**src/rtl/ubrb_pkg.sv**
```systemverilog
`default_nettype none

package ubrb_pkg;

    localparam int RX_DEPTH = 64;
    localparam int TX_DEPTH = 64;
    localparam int RX_AW    = $clog2(RX_DEPTH);
    localparam int TX_AW    = $clog2(TX_DEPTH);
    localparam int BYTE_W   = 8;
    localparam int COUNT_W  = 6;
    localparam int FUNC_W   = 3;

    typedef enum logic [FUNC_W-1:0] {
        FUNC_RX_BYTE  = 3'd0,
        FUNC_HOST_RD  = 3'd1,
        FUNC_HOST_WR  = 3'd2,
        FUNC_TX_READY = 3'd3,
        FUNC_RX_FLUSH = 3'd4
    } t_func;

    function automatic logic [RX_AW-1:0] rx_next(input logic [RX_AW-1:0] p);
        return (p == RX_AW'(RX_DEPTH - 1)) ? '0 : p + 1'b1;
    endfunction

    function automatic logic [TX_AW-1:0] tx_next(input logic [TX_AW-1:0] p);
        return (p == TX_AW'(TX_DEPTH - 1)) ? '0 : p + 1'b1;
    endfunction

endpackage

`default_nettype wire

```
**src/rtl/ubrb_ram.sv**
```systemverilog
`default_nettype none

module ubrb_ram #(
    parameter int WIDTH = 8,
    parameter int DEPTH = 64
) (
    input  wire logic                     i_clk,
    input  wire logic                     i_we,
    input  wire logic [$clog2(DEPTH)-1:0] i_waddr,
    input  wire logic [WIDTH-1:0]         i_wdata,
    input  wire logic [$clog2(DEPTH)-1:0] i_raddr,
    output logic      [WIDTH-1:0]         o_rdata
);

    logic [WIDTH-1:0] r_mem [DEPTH];
    logic [WIDTH-1:0] r_rdata;

    always_ff @(posedge i_clk) begin
        if (i_we) begin
            r_mem[i_waddr] <= i_wdata;
        end
        r_rdata <= r_mem[i_raddr];
    end

    assign o_rdata = r_rdata;

endmodule

`default_nettype wire

```
**src/rtl/uart_byte_ring_buffers_top.sv**
```systemverilog
// channel   | handshake           | signals
// ----------+---------------------+--------------------------------------------
// request   | start && !busy      | i_func, i_data_byte
// result    | o_done (one cycle)  | o_read_byte, o_line_valid, o_line_byte,
//           |                     | o_rx_count, o_tx_empty, o_write_refused
//
// busy is always low: a request is taken every cycle and its result shows
// in the next cycle, from the registered read port of the two byte rams.
// pointers and flags update at the accept edge, so back-to-back requests
// see each other's effects. synchronous active-low reset empties both rings
// and marks the transmitter idle; no ram clearing is done. the receiver
// cannot stall, so every result is on the ports for exactly one cycle.
`default_nettype none

module uart_byte_ring_buffers_top
    import ubrb_pkg::*;
(
    input  wire logic               i_clk,
    input  wire logic               i_rst_n,
    input  wire logic               start,
    output logic                    busy,
    input  wire logic [FUNC_W-1:0]  i_func,
    input  wire logic [BYTE_W-1:0]  i_data_byte,
    output logic                    o_done,
    output logic [BYTE_W-1:0]       o_read_byte,
    output logic                    o_line_valid,
    output logic [BYTE_W-1:0]       o_line_byte,
    output logic [COUNT_W-1:0]      o_rx_count,
    output logic                    o_tx_empty,
    output logic                    o_write_refused
);

    logic [RX_AW-1:0]   r_rx_head, r_rx_tail, n_rx_head, n_rx_tail;
    logic [TX_AW-1:0]   r_tx_head, r_tx_tail, n_tx_head, n_tx_tail;
    logic               r_tx_idle, n_tx_idle;
    logic               r_done;
    logic               r_rd_sel, n_rd_sel;
    logic               r_line_valid, n_line_valid;
    logic               r_line_from_ram, n_line_from_ram;
    logic               r_refused, n_refused;
    logic [BYTE_W-1:0]  r_data;
    logic [COUNT_W-1:0] r_rx_count, n_rx_count;
    logic               r_tx_empty;
    logic               rx_we, tx_we;
    logic [BYTE_W-1:0]  rx_rdata, tx_rdata;
    logic               accept;
    logic [RX_AW:0]     rx_diff;

    assign busy   = 1'b0;
    assign accept = start && !busy;

    always_comb begin
        n_rx_head       = r_rx_head;
        n_rx_tail       = r_rx_tail;
        n_tx_head       = r_tx_head;
        n_tx_tail       = r_tx_tail;
        n_tx_idle       = r_tx_idle;
        n_rd_sel        = 1'b0;
        n_line_valid    = 1'b0;
        n_line_from_ram = 1'b0;
        n_refused       = 1'b0;
        rx_we           = 1'b0;
        tx_we           = 1'b0;
        if (accept) begin
            unique case (i_func)
                FUNC_RX_BYTE: begin
                    rx_we     = 1'b1;
                    n_rx_head = rx_next(r_rx_head);
                    // overflow drops the oldest byte
                    if (n_rx_head == r_rx_tail) begin
                        n_rx_tail = rx_next(r_rx_tail);
                    end
                end
                FUNC_HOST_RD: begin
                    if (r_rx_head != r_rx_tail) begin
                        n_rd_sel  = 1'b1;
                        n_rx_tail = rx_next(r_rx_tail);
                    end
                end
                FUNC_HOST_WR: begin
                    priority if (r_tx_head == r_tx_tail && r_tx_idle) begin
                        n_line_valid = 1'b1;
                        n_tx_idle    = 1'b0;
                    end else if (tx_next(r_tx_head) == r_tx_tail) begin
                        n_refused = 1'b1;
                    end else begin
                        tx_we     = 1'b1;
                        n_tx_head = tx_next(r_tx_head);
                    end
                end
                FUNC_TX_READY: begin
                    if (r_tx_head != r_tx_tail) begin
                        n_line_valid    = 1'b1;
                        n_line_from_ram = 1'b1;
                        n_tx_tail       = tx_next(r_tx_tail);
                        n_tx_idle       = 1'b0;
                    end else begin
                        n_tx_idle = 1'b1;
                    end
                end
                FUNC_RX_FLUSH: begin
                    n_rx_head = '0;
                    n_rx_tail = '0;
                end
                default: begin
                end
            endcase
        end
    end

    always_comb begin
        if (n_rx_head >= n_rx_tail) begin
            rx_diff = {1'b0, n_rx_head} - {1'b0, n_rx_tail};
        end else begin
            rx_diff = {1'b0, n_rx_head} + (RX_AW + 1)'(RX_DEPTH) - {1'b0, n_rx_tail};
        end
        n_rx_count = COUNT_W'(rx_diff);
    end

    always_ff @(posedge i_clk) begin
        if (!i_rst_n) begin
            r_rx_head    <= '0;
            r_rx_tail    <= '0;
            r_tx_head    <= '0;
            r_tx_tail    <= '0;
            r_tx_idle    <= 1'b1;
            r_done       <= 1'b0;
            r_rd_sel     <= 1'b0;
            r_line_valid <= 1'b0;
            r_refused    <= 1'b0;
        end else begin
            r_rx_head    <= n_rx_head;
            r_rx_tail    <= n_rx_tail;
            r_tx_head    <= n_tx_head;
            r_tx_tail    <= n_tx_tail;
            r_tx_idle    <= n_tx_idle;
            r_done       <= accept;
            r_rd_sel     <= n_rd_sel;
            r_line_valid <= n_line_valid;
            r_refused    <= n_refused;
        end
    end

    always_ff @(posedge i_clk) begin
        r_data          <= i_data_byte;
        r_line_from_ram <= n_line_from_ram;
        r_rx_count      <= n_rx_count;
        r_tx_empty      <= (n_tx_head == n_tx_tail);
    end

    ubrb_ram #(
        .WIDTH (BYTE_W),
        .DEPTH (RX_DEPTH)
    ) u_rx_ram (
        .i_clk   (i_clk),
        .i_we    (rx_we),
        .i_waddr (r_rx_head),
        .i_wdata (i_data_byte),
        .i_raddr (r_rx_tail),
        .o_rdata (rx_rdata)
    );

    ubrb_ram #(
        .WIDTH (BYTE_W),
        .DEPTH (TX_DEPTH)
    ) u_tx_ram (
        .i_clk   (i_clk),
        .i_we    (tx_we),
        .i_waddr (r_tx_head),
        .i_wdata (i_data_byte),
        .i_raddr (r_tx_tail),
        .o_rdata (tx_rdata)
    );

    assign o_done          = r_done;
    assign o_read_byte     = r_rd_sel ? rx_rdata : '0;
    assign o_line_valid    = r_line_valid;
    assign o_line_byte     = r_line_valid ? (r_line_from_ram ? tx_rdata : r_data) : '0;
    assign o_rx_count      = r_rx_count;
    assign o_tx_empty      = r_tx_empty;
    assign o_write_refused = r_refused;

`ifndef SYNTHESIS
    a_done_follows_start: assert property (@(posedge i_clk) disable iff (!i_rst_n)
        accept |=> o_done)
        else $error("result strobe missing after accepted request");

    a_flags_need_done: assert property (@(posedge i_clk) disable iff (!i_rst_n)
        !o_done |-> (!o_line_valid && !o_write_refused && !r_rd_sel))
        else $error("result flag set without result strobe");

    a_refuse_excl_line: assert property (@(posedge i_clk) disable iff (!i_rst_n)
        !(o_line_valid && o_write_refused))
        else $error("write refused and byte sent at once");

    a_rx_nonempty: assert property (@(posedge i_clk) disable iff (!i_rst_n)
        (accept && i_func == FUNC_RX_BYTE) |=> (o_rx_count != '0))
        else $error("receive ring empty after storing a byte");

    a_refused_only_full: assert property (@(posedge i_clk) disable iff (!i_rst_n)
        (accept && i_func == FUNC_HOST_WR && tx_next(r_tx_head) != r_tx_tail)
        |=> !o_write_refused)
        else $error("write refused with room in transmit ring");
`endif

endmodule

`default_nettype wire

```
**config.mk**
```make
export PLATFORM = sky130hd
export DESIGN_NAME = uart_byte_ring_buffers_top
export DESIGN_NICKNAME = d
export VERILOG_FILES = /design/src/rtl/ubrb_pkg.sv /design/src/rtl/ubrb_ram.sv /design/src/rtl/uart_byte_ring_buffers_top.sv
export SDC_FILE = /design/constraint.sdc
export NUM_CORES = 1
export LEC_CHECK = 0
export BUFFER_PORTS_ARGS = -buffer_cell sky130_fd_sc_hd__buf_2
export CAP_MARGIN = 20
export CORE_ASPECT_RATIO = 0.6
export CORE_UTILIZATION = 28
export CTS_CLUSTER_SIZE = 16
export DETAILED_ROUTE_END_ITERATION = 10
export PLACE_DENSITY = 0.47
export RECOVER_POWER = 100
export SYNTH_ARGS = -nofsm -noshare
export SYNTH_HDL_FRONTEND = slang
export SYNTH_SLANG_ARGS = --single-unit
```
**constraint.sdc**
```tcl
create_clock -name i_clk -period 5.7 [get_ports i_clk]
set_input_delay 0 -clock i_clk [delete_from_list [all_inputs] [get_ports i_clk]]
set_output_delay 0 -clock i_clk [all_outputs]
set_load 0.02 [all_outputs]
```
Word-level counts from Yosys, hierarchy flattened
Memories as Yosys holds them, arrays and structs flattened. A register that Yosys moved wholly into a read port is not among the register bits.
Index checks and enable logic that the tools add are counted.
{"block": "op_classes", "n_shift": 0, "n_reduce_logical": 8, "multipliers": 0, "bitwise": 3, "div_mod_pow": 0, "n_eq_ne": 15, "order_cmp": 1, "addsub": 7, "n_mux": 39}
{"cell": "two-way mux 6 bit", "n": 16}
{"cell": "adder 6 x 1 -> 6 bit (second input constant)", "n": 5}
{"cell": "== test 6 bit", "n": 4}
{"cell": "== test 6 bit (second input constant)", "n": 4}
{"cell": "two-way mux 8 bit", "n": 3}
{"cell": "one-hot mux 6 bit (3 select lines)", "n": 1}
{"cell": "two-way mux 1 bit", "n": 16}
{"cell": "!= test 6 bit", "n": 2}
{"cell": "one-hot mux 6 bit (2 select lines)", "n": 1}
{"cell": "subtractor 6 bit", "n": 2}
{"cell": "== test 3 x 2 -> 1 bit (second input constant)", "n": 2}
{"cell": ">= comparator 6 bit", "n": 1}
{"cell": "AND reduction 3 bit", "n": 2}
{"cell": "one-hot mux 1 bit (2 select lines)", "n": 2}
{"cell": "AND reduction 2 bit", "n": 2}
{"cell": "OR reduction 4 bit", "n": 1}
{"cell": "== test 3 x 1 -> 1 bit (second input constant)", "n": 1}
{"cell": "== test 3 bit (second input constant)", "n": 1}
{"cell": "zero test 3 bit", "n": 1}
{"cell": "NOT 1 bit", "n": 3}
{"cell": "!= test 2 bit (second input constant)", "n": 1}
{"cell": "nonzero test 2 bit", "n": 1}
{"cell": "logical AND 1 bit", "n": 1}
{"block": "word_totals", "ff_bits": 45, "out_inout_bits": 27, "latchBits": 0, "n_memories": 2, "in_bits": 14, "ram_bits": 1024, "rom_bits": 0}
{"memory": "u_rx_ram.r_mem", "depth": 64, "width": 8, "rd": 1, "rd_clocked_by_memory_dff": 1, "write_ports": 1, "line_no": "ubrb_ram.sv:15", "rtl": "logic [WIDTH-1:0] r_mem [DEPTH];"}
{"memory": "u_tx_ram.r_mem", "depth": 64, "width": 8, "rd": 1, "rd_clocked_by_memory_dff": 1, "write_ports": 1, "line_no": "ubrb_ram.sv:15"}

Longest topological paths before layout
{"block": "depth", "word_depth": 9, "ltp_mapped": 16, "ltp_nobuf": 16}

Hierarchy
Synthesis repeated with hierarchy kept, for this count alone.
{"block": "hier_totals", "cells_unflattened": 2234, "area_unflattened_um2": 43234.0}
{"mod": "ubrb_ram", "n_inst": 2, "cells_each": 940, "seq_area_each_um2": 15534.9, "area_per_inst_um2": 20166.8}
{"mod": "uart_byte_ring_buffers_top", "n_inst": 1, "cells_each": 354, "seq_area_each_um2": 900.9, "area_per_inst_um2": 2900.3}

Least setup slack after synthesis
Ideal clock, no wire load.
{"block": "synth_path", "path_type": "register to register", "start": "register r_rx_head[0]", "end": "register r_rx_count[5], in the netlist o_rx_count[5]", "t_arrival_ns": 3.173, "required_ns": 5.628, "setup_slack_ns": 2.455, "path_stages_with_launch": 17, "path_buffers": 0, "cell_sequence": "dfxtp_1 > ha_1 > nand3_1 > xnor2_1 > nor3_1 > nand4_1 > nor3_1 > a21oi_1 > o2bb2ai_1 > inv_1 > ha_1 > a21o_1 > a21oi_1 > o21bai_1 > a21oi_1 > xor2_1 > xnor2_1"}
{"block": "synth_via", "elab_chain_len": 8}
{"item": "start, declared", "line_no": "uart_byte_ring_buffers_top.sv:33", "rtl": "logic [RX_AW-1:0] r_rx_head, r_rx_tail, n_rx_head, n_rx_tail;"}
{"item": "start signal, assigned", "line_no": "uart_byte_ring_buffers_top.sv:132", "rtl": "r_rx_head <= n_rx_head;"}
{"item": "adder 6 x 1 -> 6 bit / == test 6 bit (equally long branches)", "line_no": "ubrb_pkg.sv:22", "rtl": "return (p == RX_AW'(RX_DEPTH - 1)) ? '0 : p + 1'b1;"}
{"item": "two-way mux 6 bit", "line_no": "ubrb_pkg.sv:22"}
{"item": "== test 6 bit", "line_no": "uart_byte_ring_buffers_top.sv:70", "rtl": "if (n_rx_head == r_rx_tail) begin"}
{"item": "two-way mux 6 bit", "line_no": "uart_byte_ring_buffers_top.sv:70"}
{"item": "one-hot mux 6 bit (3 select lines) (*)", "line_no": "uart_byte_ring_buffers_top.sv:65", "rtl": "unique case (i_func)"}
{"item": "two-way mux 6 bit (*)", "line_no": "uart_byte_ring_buffers_top.sv:64", "rtl": "if (accept) begin"}
{"item": "named net n_rx_tail[1]", "line_no": "uart_byte_ring_buffers_top.sv:33"}
{"item": "subtractor 6 bit (tied with other cells)", "line_no": "uart_byte_ring_buffers_top.sv:115", "rtl": "rx_diff = {1'b0, n_rx_head} + (RX_AW + 1)'(RX_DEPTH) - {1'b0, n_rx_tail};"}
{"item": "two-way mux 6 bit (*)", "line_no": "uart_byte_ring_buffers_top.sv:112", "rtl": "if (n_rx_head >= n_rx_tail) begin"}
{"item": "named net rx_diff[5]", "line_no": "uart_byte_ring_buffers_top.sv:47", "rtl": "logic [RX_AW:0] rx_diff;"}
{"item": "end signal, assigned", "line_no": "uart_byte_ring_buffers_top.sv:147", "rtl": "r_rx_count <= n_rx_count;"}
{"item": "end, declared", "line_no": "uart_byte_ring_buffers_top.sv:42", "rtl": "logic [COUNT_W-1:0] r_rx_count, n_rx_count;"}
The timed path passes the listed nets; every way through them passes the cells marked *.
A chain may end at the register's enable or synchronous reset.

Final worst setup path
{"block": "layout_path", "start": "register r_rx_tail[1]", "end": "register r_rx_count[5], in the netlist o_rx_count[5]"}
{"block": "layout_via", "elab_chain_len": 7}
{"item": "start, declared", "line_no": "uart_byte_ring_buffers_top.sv:33"}
{"item": "start signal, assigned", "line_no": "uart_byte_ring_buffers_top.sv:133", "rtl": "r_rx_tail <= n_rx_tail;"}
{"item": "== test 6 bit", "line_no": "ubrb_pkg.sv:22"}
{"item": "two-way mux 6 bit", "line_no": "ubrb_pkg.sv:22"}
{"item": "two-way mux 6 bit, on equally long branches", "line_no": "uart_byte_ring_buffers_top.sv:75, uart_byte_ring_buffers_top.sv:70"}
{"item": "one-hot mux 6 bit (3 select lines) (*)", "line_no": "uart_byte_ring_buffers_top.sv:65"}
{"item": "two-way mux 6 bit (*)", "line_no": "uart_byte_ring_buffers_top.sv:64"}
{"item": "named net n_rx_tail[0]", "line_no": "uart_byte_ring_buffers_top.sv:33"}
{"item": "subtractor 6 bit (tied with other cells)", "line_no": "uart_byte_ring_buffers_top.sv:115"}
{"item": "two-way mux 6 bit (*)", "line_no": "uart_byte_ring_buffers_top.sv:112"}
{"item": "named net rx_diff[5]", "line_no": "uart_byte_ring_buffers_top.sv:47"}
Marks and branches as above.

==> summary.txt <==
Timing
  • Final Max Tran Viols: 980
  • RSZ-0062 raised after global routing: false
  • Setup TNS: 0 ns
  • Final hold violations: 0
  • Min cycle time layout: 4.53 ns
  • Worst slew pin tran: 4.31 ns
  • Tcrit/Tclk final: 0.794
  • Fmax: 0.221 GHz
  • Endpoints failing setup: 0
  • Worst rel slew slack: -1.87
  • Final Skew: 0.0336 ns

Clocking
  • Clock Pin Slew Worst Setup and Hold Paths: 0.06 ns
  • Worst-skew pair later-pin latency: 0.70 ns
  • CTS tree: built
  • CTS max path bufs: 3
  • Hold_buf cts: 14
  • CTS H-tree lvls: 3
  • CTS Root Cell: clkbuf_16
  • Post-CTS setup buffer count: 0
  • CTS resizes: 0
  • # clock sinks: 1085
  • Total CTS buffers: 101

Critical path
  • Critical Path RT: 6.32 ns
  • Worst Path Arrival: 5.15 ns
  • FF-to-FF End: o_rx_count[5]
  • FF-to-FF path depth: 17
  • Worst setup EP type: flop
  • Setup CP Type: reg -> reg
  • RR Startpoint: r_rx_tail[1]
  • FF-to-FF setup slack: 1.17 ns
  • Startpoint types: flop
  • CP max FO: 60

Placed design
  • Port-buffer cells: 39
  • Post-DP HPWL: 70.4 mm
  • Routability congestion estimate: 0.804

Run
  • Max-Cap Viols: 15

Routing
  • Via count: 20261
  • DR pass1 iterations: 8
  • Initial drt markers: 2443
  • Antenna viol nets, final: 0
  • DRC: 4
  • Vias per cell: 4.88
  • WL final: 111 mm
  • Wire per inst: 26.6 µm

Die
  • Starting Density: 0.283
  • Die H: 304 µm
  • Core ar.: 150000 µm²
  • Die area: 153000 µm²
  • IO Pins: 41
  • DIE WIDTH: 505 µm
  • Rows: 110

Logic synthesis
  • Ys Warns: 0
  • Post-synth ARST share: 0
  • Register area share after synthesis: 0.752
  • Number of synthesized flops with an enable pin: 1024
  • Syn_area_per_cell: 21.6 µm²
  • Synth Cell Area: 42500 µm²
  • Syn Inst Count: 1973
  • Synthesized flop and latch total: 1085
  • Net Count, Synth: 1997
  • Number of distinct library cells after synthesis: 56
  • Top FF cell, synth: edfxtp_1

Global routing
  • All-Layer GR Usage: 0.144
  • Gr ovfl total: 0
  • Vias in the first global route: 20371
  • First-pass GRT wire length: 157 mm
  • Pin count of the biggest net entering global routing: 101
  • Initial antenna violation count: 28

Outcome
  • Status: finished, violations left
  • Violated checks: design-rule violations, max-capacitance violations, max-slew violations

Finish
  • Layout fillers: 14232
  • Most common cell after layout, fill and taps aside: edfxtp_1
  • Nets: 2074
  • Area grow syn2layout: 13.7%
  • Post-layout util: 0.322
  • Commonest cells after routing, fill and taps aside: edfxtp_1 (1024), mux4_2 (336), nor2_1 (166), clkbuf_16 (104), clkbuf_1 (60)
  • Layout cell share with drive strength beyond 1: 0.248

Worst hold path
  • Hold path startpoint: i_rst_n
  • Hold Path Depth: 3
  • Hold Crit Class: in -> reg
  • Worst Hold End: r_rx_head[5]

Power and ir drop
  • Power per cell area: 324 nW/µm²
  • VDD IR max: 0.200 mV
  • Static Leakage: 14.1 nW
per-stage QoR:
stage	instance area (µm²)	hold slack (ns)	setup WS [ns]	total power [mW]	std cells
finish	48300	0.290	1.17	15.7	4154
global route	48300	0.290	0.856	16.1	4151
CTS	48400	0.249	1.51	15.8	4141
detailed placement	45000	0.358	1.55	9.10	3940
global placement	45000	0.353	1.41	9.09	3940
floorplan	42500	0.0277	2.46	8.93	1973
cells in the mapped netlist (all sizes together), types with 3 or more instances:
| library cell | number | area share |
|---|---|---|
| a21o | 3 | 0.00053 |
| a21oi | 17 | 0.0020 |
| a22oi | 3 | 0.00053 |
| a31oi | 4 | 0.00059 |
| and2 | 23 | 0.0034 |
| and3 | 6 | 0.00088 |
| buf | 56 | 0.0063 |
| clkbuf | 53 | 0.0047 |
| dfxtp | 61 | 0.029 |
| edfxtp | 1024 | 0.72 |
| ha | 9 | 0.0026 |
| inv | 13 | 0.0011 |
| mux2i | 16 | 0.0038 |
| mux4 | 336 | 0.18 |
| nand2 | 35 | 0.0031 |
| nand3 | 15 | 0.0018 |
| nand3b | 11 | 0.0019 |
| nor2 | 166 | 0.015 |
| nor2b | 11 | 0.0016 |
| nor3 | 7 | 0.00082 |
| nor4 | 4 | 0.00074 |
| o21ai | 15 | 0.0018 |
| o2bb2ai | 3 | 0.00062 |
| o31ai | 5 | 0.00088 |
| or3 | 4 | 0.00059 |
| or3b | 4 | 0.00082 |
| xnor2 | 17 | 0.0035 |
| xor2 | 21 | 0.0043 |
state kept, by name (all words and copies together), names as in the netlist, 6 cells and up:
name              cells
u_rx_ram.r_mem      512
u_tx_ram.r_mem      512
r_data                8
u_rx_ram.o_rdata      8
u_tx_ram.o_rdata      8
o_rx_count            6
r_rx_head             6
r_rx_tail             6
r_tx_head             6
r_tx_tail             6
per-layer routing:
layer,share of wire,vias up,GRT usage,routed length (µm)
li1,-,8339,-,-
met1,0.51,11074,0.239,56400
met2,0.40,714,0.186,44200
met3,0.075,132,0.0325,8280
met4,0.016,2,0.0266,1730
met5,0.00012,-,0,13
worst max-delay path by stage:
stage,startpoint,endpoint,slack [ns],cells past startpoint
global placement,r_rx_tail[4],o_rx_count[5],1.41,15
global route,i_data_byte[6],u_rx_ram.r_mem[35][6],0.86,3
floorplan,r_rx_head[0],o_rx_count[5],2.46,16
finish,r_rx_tail[1],o_rx_count[5],1.17,17
detailed placement,r_rx_head[0],o_rx_count[5],1.55,16
CTS,r_rx_head[0],o_rx_count[5],1.51,16
cell type report:
class | count | area (µm²) | area share
flip-flops and latches | 1085 | 32000 | 0.662
multi-input cells | 765 | 10000 | 0.208
clock buffers | 131 | 2760 | 0.0572
well taps | 2016 | 2520 | 0.0522
clock inverters | 56 | 479 | 0.00992
repair buffers | 83 | 477 | 0.00987
inverters | 14 | 52.6 | 0.00109
diodes | 4 | 10.0 | 0.000207
critical path, cell delays in order (launching register included):
cell       delay, ns
dfxtp_4         0.42
clkbuf_2        0.99
ha_1            0.72
nand3_1         0.17
inv_1           0.07
a31oi_1         0.23
mux2i_1         0.11
nor2_1          0.11
a21oi_1         0.05
o2bb2ai_1       0.23
ha_1            0.22
inv_1           0.06
a21o_1          0.18
a21oi_1         0.24
o21bai_1        0.10
a21oi_1         0.17
xor2_1          0.19
xnor2_1         0.13
kinds of logic (layout without fill, tap and decap cells):
logic type	after synthesis	count (layout)	share of synthesized area
other cells	1	5	0.0000882
xor+xnor	38	38	0.00783
mux	352	352	0.182
simple gates	296	296	0.0321
flops	1085	1085	0.752
fa+ha+maj	10	10	0.00312
compound gates	68	68	0.0109
buf+inv	123	284	0.0122
report_power, final:
part | total [mW] | internal, mW | leakage [nW] | switching [mW]
combinational | 0.206 | 0.0278 | 2.82 | 0.178
sequential | 8.73 | 8.73 | 9.71 | 0.00446
clock | 6.74 | 3.74 | 1.59 | 3.00
No activity file was read; power rests on OpenSTA's default activity.
